`src/rtl/core/lru_kv_pkg.sv`:
```
package lru_kv_pkg;

  // cache geometry
  localparam int MAX_SLOTS = 4;
  localparam int SLOT_W    = (MAX_SLOTS > 1) ? $clog2(MAX_SLOTS) : 1;
  localparam int RANK_W    = SLOT_W;
  localparam int COUNT_W   = $clog2(MAX_SLOTS + 1);

  // field widths
  localparam int KEY_W = 8;
  localparam int VAL_W = 32;
  localparam int CAP_W = 3;

  localparam logic [CAP_W-1:0] CAP_RESET = CAP_W'(4);

  // action codes
  localparam logic ACT_GET = 1'b0;
  localparam logic ACT_PUT = 1'b1;

  // commands from the controller to the datapath
  typedef struct packed {
    logic load;
    logic exec;
  } cmd_t;

endpackage

```
`src/rtl/core/lru_key_value_cache_top.sv`:
```
// Fully associative key-value cache, four entries, least-recently-used
// replacement.
// Input channel (in_valid / in_stall) carries one item: action (0 get,
// 1 put), an 8-bit key and a 32-bit signed value. Output channel
// (out_valid / out_stall) returns one item per input item: found and
// read_value (stored value on a get hit, zero otherwise).
// Capacity (1..4, 0 acts as 1, above 4 acts as 4) is written through
// cfg_write_en / cfg_write_data; the user is to write it only while
// the cache is idle, which the block itself does not enforce.
// An item is first captured, then the slot compare, recency update and
// result load happen together, and only after that is a new item taken.
// A waiting result in the output register does not hold off the next
// item; a new item waits in its capture register only until the output
// register is free.
// Reset (rst, synchronous) empties all slots, clears recency ranks and
// the fill count, and sets capacity to 4.
// While out_stall is high the result holds steady on the ports.
module lru_key_value_cache_top (
  input  logic                                   clk,
  input  logic                                   rst,
  input  logic                                   cfg_write_en,
  input  logic [lru_kv_pkg::CAP_W-1:0]           cfg_write_data,
  input  logic                                   in_valid,
  output logic                                   in_stall,
  input  logic                                   action,
  input  logic [lru_kv_pkg::KEY_W-1:0]           key,
  input  logic signed [lru_kv_pkg::VAL_W-1:0]    value,
  output logic                                   out_valid,
  input  logic                                   out_stall,
  output logic                                   found,
  output logic signed [lru_kv_pkg::VAL_W-1:0]    read_value
);
  import lru_kv_pkg::*;

  cmd_t cmd;

  // handshake control
  lru_kv_ctrl u_ctrl (
    .clk       (clk),
    .rst       (rst),
    .in_valid  (in_valid),
    .in_stall  (in_stall),
    .out_valid (out_valid),
    .out_stall (out_stall),
    .cmd       (cmd)
  );

  // slot storage and lookup
  lru_kv_dpath u_dpath (
    .clk            (clk),
    .rst            (rst),
    .cmd            (cmd),
    .cfg_write_en   (cfg_write_en),
    .cfg_write_data (cfg_write_data),
    .action         (action),
    .key            (key),
    .value          (value),
    .found          (found),
    .read_value     (read_value)
  );

endmodule

```
`src/rtl/core/lru_kv_ctrl.sv`:
```
module lru_kv_ctrl (
  input  logic              clk,
  input  logic              rst,
  input  logic              in_valid,
  output logic              in_stall,
  output logic              out_valid,
  input  logic              out_stall,
  output lru_kv_pkg::cmd_t  cmd
);
  import lru_kv_pkg::*;

  typedef enum logic [1:0] {
    ST_IDLE = 2'b01,
    ST_EXEC = 2'b10
  } state_t;

  state_t state;
  state_t state_next;
  logic   out_valid_next;
  logic   out_free;

  // result register can take a new item when empty or being drained
  assign out_free = !out_valid || !out_stall;

  // next state and commands
  always_comb begin
    state_next     = state;
    cmd            = '0;
    in_stall       = 1'b1;
    out_valid_next = out_valid && out_stall;
    unique case (state)
      ST_IDLE: begin
        in_stall = 1'b0;
        if (in_valid) begin
          cmd.load   = 1'b1;
          state_next = ST_EXEC;
        end
      end
      ST_EXEC: begin
        if (out_free) begin
          cmd.exec       = 1'b1;
          out_valid_next = 1'b1;
          state_next     = ST_IDLE;
        end
      end
      default: begin
        state_next = ST_IDLE;
      end
    endcase
  end

  // state registers
  always_ff @(posedge clk) begin
    if (rst) begin
      state     <= ST_IDLE;
      out_valid <= 1'b0;
    end else begin
      state     <= state_next;
      out_valid <= out_valid_next;
    end
  end

endmodule

```
`src/rtl/core/lru_kv_dpath.sv`:
```
module lru_kv_dpath (
  input  logic                                   clk,
  input  logic                                   rst,
  input  lru_kv_pkg::cmd_t                       cmd,
  input  logic                                   cfg_write_en,
  input  logic [lru_kv_pkg::CAP_W-1:0]           cfg_write_data,
  input  logic                                   action,
  input  logic [lru_kv_pkg::KEY_W-1:0]           key,
  input  logic signed [lru_kv_pkg::VAL_W-1:0]    value,
  output logic                                   found,
  output logic signed [lru_kv_pkg::VAL_W-1:0]    read_value
);
  import lru_kv_pkg::*;

  // captured item
  logic             action_q;
  logic [KEY_W-1:0] key_q;
  logic [VAL_W-1:0] value_q;

  // configuration
  logic [CAP_W-1:0] capacity;

  // slot state
  logic [MAX_SLOTS-1:0] slot_valid;
  logic [KEY_W-1:0]     slot_key     [MAX_SLOTS];
  logic [VAL_W-1:0]     slot_value   [MAX_SLOTS];
  logic [RANK_W-1:0]    slot_recency [MAX_SLOTS];
  logic [COUNT_W-1:0]   fill_count;

  logic [MAX_SLOTS-1:0] slot_valid_next;
  logic [KEY_W-1:0]     slot_key_next     [MAX_SLOTS];
  logic [VAL_W-1:0]     slot_value_next   [MAX_SLOTS];
  logic [RANK_W-1:0]    slot_recency_next [MAX_SLOTS];
  logic [COUNT_W-1:0]   fill_count_next;
  logic                 found_next;
  logic [VAL_W-1:0]     read_value_next;

  // lookup results
  logic                 hit_any;
  logic [SLOT_W-1:0]    hit_idx;
  logic                 free_any;
  logic [SLOT_W-1:0]    free_idx;
  logic                 old_any;
  logic [SLOT_W-1:0]    old_idx;
  logic [RANK_W-1:0]    old_rank;
  logic [COUNT_W-1:0]   cap_eff;
  logic                 evict;
  logic [SLOT_W-1:0]    ins_idx;
  logic [RANK_W-1:0]    hit_rank;
  logic [MAX_SLOTS-1:0] valid_tmp;
  logic [COUNT_W-1:0]   fill_tmp;

  // parallel compare, first free slot, least recent slot
  always_comb begin
    hit_any  = 1'b0;
    hit_idx  = '0;
    free_any = 1'b0;
    free_idx = '0;
    old_any  = 1'b0;
    old_idx  = '0;
    old_rank = '0;
    for (int i = 0; i < MAX_SLOTS; i++) begin
      if (slot_valid[i] && slot_key[i] == key_q && !hit_any) begin
        hit_any = 1'b1;
        hit_idx = SLOT_W'(i);
      end
      if (!slot_valid[i] && !free_any) begin
        free_any = 1'b1;
        free_idx = SLOT_W'(i);
      end
      if (slot_valid[i] && (!old_any || slot_recency[i] > old_rank)) begin
        old_any  = 1'b1;
        old_idx  = SLOT_W'(i);
        old_rank = slot_recency[i];
      end
    end
  end

  // effective capacity, clamped to one..max slots
  always_comb begin
    if (capacity == '0) begin
      cap_eff = COUNT_W'(1);
    end else if (COUNT_W'(capacity) > COUNT_W'(MAX_SLOTS)) begin
      cap_eff = COUNT_W'(MAX_SLOTS);
    end else begin
      cap_eff = COUNT_W'(capacity);
    end
  end

  assign evict    = (fill_count >= cap_eff) || !free_any;
  assign ins_idx  = evict ? old_idx : free_idx;
  assign hit_rank = slot_recency[hit_idx];

  // update of the slot state for one item
  always_comb begin
    slot_valid_next   = slot_valid;
    slot_key_next     = slot_key;
    slot_value_next   = slot_value;
    slot_recency_next = slot_recency;
    fill_count_next   = fill_count;
    found_next        = 1'b0;
    read_value_next   = '0;
    valid_tmp         = slot_valid;
    fill_tmp          = fill_count;
    if (hit_any) begin
      // hit: read or overwrite, then promote
      found_next = 1'b1;
      if (action_q == ACT_GET) begin
        read_value_next = slot_value[hit_idx];
      end else begin
        slot_value_next[hit_idx] = value_q;
      end
      for (int i = 0; i < MAX_SLOTS; i++) begin
        if (slot_valid[i] && SLOT_W'(i) != hit_idx && slot_recency[i] < hit_rank) begin
          slot_recency_next[i] = slot_recency[i] + RANK_W'(1);
        end
      end
      slot_recency_next[hit_idx] = '0;
    end else if (action_q == ACT_PUT) begin
      // miss on put: evict if needed, age the rest, insert as most recent
      if (evict) begin
        valid_tmp[ins_idx] = 1'b0;
        if (fill_count != '0) begin
          fill_tmp = fill_count - COUNT_W'(1);
        end
      end
      for (int i = 0; i < MAX_SLOTS; i++) begin
        if (valid_tmp[i]) begin
          slot_recency_next[i] = slot_recency[i] + RANK_W'(1);
        end
      end
      slot_valid_next             = valid_tmp;
      slot_valid_next[ins_idx]    = 1'b1;
      slot_key_next[ins_idx]      = key_q;
      slot_value_next[ins_idx]    = value_q;
      slot_recency_next[ins_idx]  = '0;
      fill_count_next             = fill_tmp + COUNT_W'(1);
    end
  end

  // control state of the cache
  always_ff @(posedge clk) begin
    if (rst) begin
      slot_valid <= '0;
      fill_count <= '0;
      capacity   <= CAP_RESET;
      for (int i = 0; i < MAX_SLOTS; i++) begin
        slot_recency[i] <= '0;
      end
    end else begin
      if (cfg_write_en) begin
        capacity <= cfg_write_data;
      end
      if (cmd.exec) begin
        slot_valid   <= slot_valid_next;
        fill_count   <= fill_count_next;
        slot_recency <= slot_recency_next;
      end
    end
  end

  // payload registers
  always_ff @(posedge clk) begin
    if (cmd.load) begin
      action_q <= action;
      key_q    <= key;
      value_q  <= value;
    end
    if (cmd.exec) begin
      slot_key   <= slot_key_next;
      slot_value <= slot_value_next;
      found      <= found_next;
      read_value <= read_value_next;
    end
  end

endmodule
```
`config.mk`:
```
export PLATFORM = sky130hd
export DESIGN_NAME = lru_key_value_cache_top
export DESIGN_NICKNAME = d
export VERILOG_FILES = /design/src/rtl/core/lru_kv_pkg.sv /design/src/rtl/core/lru_key_value_cache_top.sv /design/src/rtl/core/lru_kv_ctrl.sv /design/src/rtl/core/lru_kv_dpath.sv
export SDC_FILE = /design/constraint.sdc
export NUM_CORES = 1
export LEC_CHECK = 0
export ABC_AREA = 1
export BUFFER_PORTS_ARGS = -buffer_cell sky130_fd_sc_hd__buf_2
export CAP_MARGIN = 20
export CORE_MARGIN = 3
export CORE_UTILIZATION = 40
export CTS_BUF_LIST = sky130_fd_sc_hd__clkbuf_4 sky130_fd_sc_hd__clkbuf_8
export DETAILED_ROUTE_END_ITERATION = 8
export HOLD_SLACK_MARGIN = 0.06
export SYNTH_ARGS = -nofsm -noshare
export SYNTH_HDL_FRONTEND = slang
export SYNTH_SLANG_ARGS = --single-unit
```
`constraint.sdc`:
```
create_clock -name clk -period 19.2 [get_ports clk]
set_input_delay 1.92 -clock clk [delete_from_list [all_inputs] [get_ports clk]]
set_output_delay 1.92 -clock clk [all_outputs]
set_load 0.02 [all_outputs]
```
* Word level (Yosys, flattened, before mapping)
Index checks and enable logic that the tools add are counted.
Operators by class: multiplexer cells 90, eq/ne operators 11, reduce and logical (&&, ||, !) cells 53, magnitude comparators 15, $add $sub $neg 6, bitwise logic cells 10
Operators by type and width (count):
- $mux W128 | 3
- $bwmux W128 | 2
- $demux W32 S2 | 2
- $mux W32 | 4
- $mux W2 | 36
- $bmux W32 S2 | 1
- $bwmux W32 | 1
- $eq A8 B8 Y1 | 4
- $logic_and A1 B1 Y1 | 25
- $mux W8 | 3
- $mux W1 | 23
- $mux W3 | 6
- $and A8 B8 Y8 | 2
- $demux W8 S2 | 1
- $not A8 Y8 | 2
- $logic_not A1 Y1 | 14
- $mux W4 | 3
- $add A2 B1 Y2 const B | 4
- $demux W2 S2 | 2
- $lt A2 B2 Y1 | 4
- $ge A3 B3 Y1 const B | 2
- $gt A2 B2 Y1 | 3
- $lt A3 B1 Y1 const B | 2
- $not A2 Y3 | 2
- other kinds (26) | 34
Storage, ports and cells: output and inout port bits 35, register bits after elaboration 255, logic and storage cells 207, bits of input ports 49

* Logic depth before layout (Yosys ltp)
depth in word-level cells 29, depth in mapped cells 34, gate-level depth less buffers 33

* Hierarchy
Synthesis repeated with hierarchy kept, for this count alone.
Second synthesis, totals: cells, all modules 1096, area total of the unflattened synthesis 11474.8 um2
Modules (own cells, without submodules):
- lru_kv_dpath | instances 1, area an instance 11337.1 um2, sequential area each 7387.1 um2, cells an instance 1078
- lru_kv_ctrl | instances 1, area an instance 137.6 um2, sequential area each 60.1 um2, cells an instance 18

* Worst setup path after synthesis
Ideal clock, no wire load.
kind input to register, start input out_stall, end register u_dpath.slot_value[32] in the netlist's numbering (enable), setup slack 12.475 ns, data arrival time 6.264 ns, library setup time 0.461 ns, cell stages on the path 5, path buffers 0, data required time 18.739 ns, cell sequence nand2_1 -> inv_1 -> nor2_1 -> nand2_1 -> nor3_1
RTL lines:
- start, declared | line lru_key_value_cache_top.sv:29 | input logic out_stall,
- end signal, assigned | line lru_kv_dpath.sv:171 | slot_value <= slot_value_next;
- end, declared | line lru_kv_dpath.sv:26 | logic [VAL_W-1:0] slot_value [MAX_SLOTS];

==> flow_summary.ini <==
[synth]
yosys-top-cells-count = sky130_fd_sc_hd__nand2_1, sky130_fd_sc_hd__edfxtp_1, sky130_fd_sc_hd__inv_1
post_synth_inst_count = 1101
yosys.area.top_type_share_pct = 61.4
ys_warn_count = 0
yosys_most_used_dff = sky130_fd_sc_hd__edfxtp_1
synth.distinct_cells = 38
asyncSetResetFlopFracSynth_pct = 0
yosysMostFrequentCell = sky130_fd_sc_hd__nand2_1
synth.net_count = 1167
synth_edf_count = 234
ys_seq_elements = 255
netlist_area_pre_place_um2 = 11400
avgSynthCellArea_um2 = 10.4
synth.area.top_cells = sky130_fd_sc_hd__edfxtp_1, sky130_fd_sc_hd__nand2_1, sky130_fd_sc_hd__inv_1
synth_top_area_cell = sky130_fd_sc_hd__edfxtp_1
share_of_the_yosys_chip_area_belonging_to_registers_pct = 65.1

[setup_path]
worst_r2r_path_cells = 30
crit_path_top_delay_cell = sky130_fd_sc_hd__dfxtp_1
worst-path-stages = 30
r2r_setup_slack_ps = 13630
reg2reg_from = u_dpath.slot_valid[0]
cp-start-kind = flip-flop
critPathCapture = u_dpath.slot_value[83]
max_fanout_on_critical_path = 27
end_kind = flip-flop
critical_path.n_buffers_inverters = 6
critical_path_arrival_ps = 5790
critPathKind = flip-flop to flip-flop
critPathRequiredTime_ps = 19420
critical_path_max_stage_delay_ps = 540
rr_endpoint = u_dpath.slot_value[83]
worst_path_dominant_cell_family = simple AND/OR/NAND/NOR gates
critical-path-top-cell-by-count = sky130_fd_sc_hd__o21ai_0
cp-startpoint = u_dpath.slot_valid[0]

[sta]
period_share_pct = 29.0
unrepaired_setup_endpoints_after_global_routing = false
finalHoldViolations = 0
fin_setup_tns_ps = 0
setup_viol_count_final = 0
timing.max_slew.rel_slack_pct = 35.3
final-max-slew-violation-count = 0
clock.fmax_mhz = 180
worst_slew_pin_slew_ps = 968
setup_clock_skew_after_layout_ps = 19.2
finalCriticalPeriod_ps = 5570

[layout]
area_growth_syn_to_layout_pct = 15.5
antennaDiodeCount = 0
ratio_of_cells_with_drive_above_1_in_the_final_layout_pct = 18.2
post-route-cell-area_um2 = 13200
layoutNonFillerInstCount = 1614
nets = 1268
filler_cell_count_in_the_final_layout = 2631

[clock_tree]
post_cts_hold_buffer_count = 0
clock_latency_ps = 570
cts_root_buffer = sky130_fd_sc_hd__clkbuf_8
cts_max_path_buffers = 3
clock_tree.htree_level_count = 2
cts.sink_count = 255
cts_post_setup_buffers_inserted = 0
numCtsBuffers = 45
cts_tree = yes
cts_resized = 0
cts.reportedPaths.clkPinSlew_ps = 60

[floorplan]
core_area_um2 = 28000
floorplan.initialDensity_pct = 40.9
io-pin-count = 84
floorplan.die.height_um = 175
floorplan.die_area_um2 = 30700
rows = 61
chipWidth_um = 175

[global_routing]
grt_use_met2_pct = 26.5
grt_pass1_vias = 7756
grt_remaining_overflow = 0
most_used_routing_layer_in_global_routing = met2
groute.usage.overall_pct = 17.2
pin_count_of_the_biggest_net_entering_global_routing = 43
groute.layer.met1.usage_pct = 24.7
antenna_found_initial = 0
globalRouteMet3Util_pct = 3.30
grt_pass1_wl_um = 42000

[drt]
drt_first_iter_violations = 650
postRouteAntennaNets = 0
drt-pass1-iter-count = 6
detail_route.vias_per_cell = 5.00
drc = 0
detail_route.wl_per_cell_um = 16.5
dr_total_vias = 8074
wl_um = 26600

[run]
cap_viol_max_count = 0

[place]
port-buffer-count = 83
dp.cells = 1531
dp.final_hpwl_um = 16500
gp_congestion = 0.886
postPlaceCellArea_um2 = 12300

[power_and_ir_drop]
p_leak_uw = 0.00548
power.density_cell_area_nw_per_um2 = 91.2
irDropWorstVdd_mv = 0.0498

[run_status]
outcome = finished, final reports clean

[worst_hold_path]
min_path_type = flip-flop to flip-flop
-- state kept, by name, summed over array words and instances, names as in the netlist --
signal,flops
u_ctrl.out_valid,1
u_dpath.slot_value,128
u_dpath.action_q,1
u_dpath.value_q,32
u_dpath.key_q,8
u_ctrl.state,2
u_dpath.read_value,32
u_dpath.found,1
u_dpath.capacity,3
u_dpath.fill_count,3
u_dpath.slot_key,32
u_dpath.slot_valid,4
u_dpath.slot_recency,8
-- kinds of logic after synthesis --
kind of cell	Yosys count	share of synthesized area [%]
AOI/OAI and AO/OA	82	4.46
xor gates and xnor gates	12	0.918
adders and majority gates	17	1.86
buffers and inverters	178	6.29
DFF	255	65.1
and+or+nand+nor	557	21.4
-- metrics by stage --
stage | total power (uW) | hold WS, ps | util (%) | setup WS [ps]
after floorplan | 684 | 429 | - | 12470
after global placement | 706 | 458 | 43.7 | 13470
after detailed placement | 707 | 466 | 43.8 | 13360
after CTS | 1220 | 482 | 47.0 | 13340
after global routing | 1250 | 506 | 47.2 | 12980
final | 1200 | 474 | 47.2 | 13630
-- report_power, final --
group / leakage, uW / total (uW) / switching (uW) / internal (uW)
sequential: 0.00246 / 624 / 5.23 / 619
clock: 0.000475 / 507 / 225 / 282
combinational: 0.00254 / 73.4 / 52.0 / 21.4
-- worst min-delay path by stage --
stage,slack [ps],start,depth (start not counted),end
6_report,470,u_dpath.capacity[0],2,u_dpath.capacity[0]
2_1_floorplan,430,u_dpath.capacity[0],2,u_dpath.capacity[0]
3_5_place_dp,470,u_dpath.capacity[0],2,u_dpath.capacity[0]
4_1_cts,480,u_dpath.capacity[0],2,u_dpath.capacity[0]
3_3_place_gp,460,u_dpath.capacity[0],2,u_dpath.capacity[0]
5_1_grt,510,u_dpath.capacity[0],2,u_dpath.capacity[0]
-- area by class of cell --
class / count / area (um2) / area share (%)
sequential: 255 / 7450 / 56.3
multi-input combinational: 668 / 3310 / 25.0
clock buffer: 60 / 744 / 5.63
timing repair buffer: 98 / 573 / 4.34
inverter: 134 / 505 / 3.82
tap: 378 / 473 / 3.58
clock inverter: 21 / 165 / 1.25
-- routing by layer --
layer  routed length (um)  vias to the layer above  share of wire (%)
li1                     -                     3950                  -
met1                12400                     3820                 46
met2                11900                      262                 45
met3                 1780                       42                6.7
met4                  513                        0                1.9
met5                    0                        -                  0
-- layout by cell type (no fill, tap or decap), drive strengths merged, types with 18 or more instances in the layout --
| master | n |
|---|---|
| dfxtp | 21 |
| clkbuf | 60 |
| a21oi | 18 |
| inv | 133 |
| o21ai | 35 |
| clkinv | 18 |
| nor3 | 71 |
| nand3 | 73 |
| buf | 98 |
| nand2 | 250 |
| a41oi | 20 |
| nor2 | 139 |
| edfxtp | 234 |
-- tightest hold or removal path, cell delays in order, from the launching register on --
cell and delay, ps:
sky130_fd_sc_hd__dfxtp_1 300, sky130_fd_sc_hd__inv_1 70, sky130_fd_sc_hd__a21oi_1 60
(Power assumes the default switching activity.)
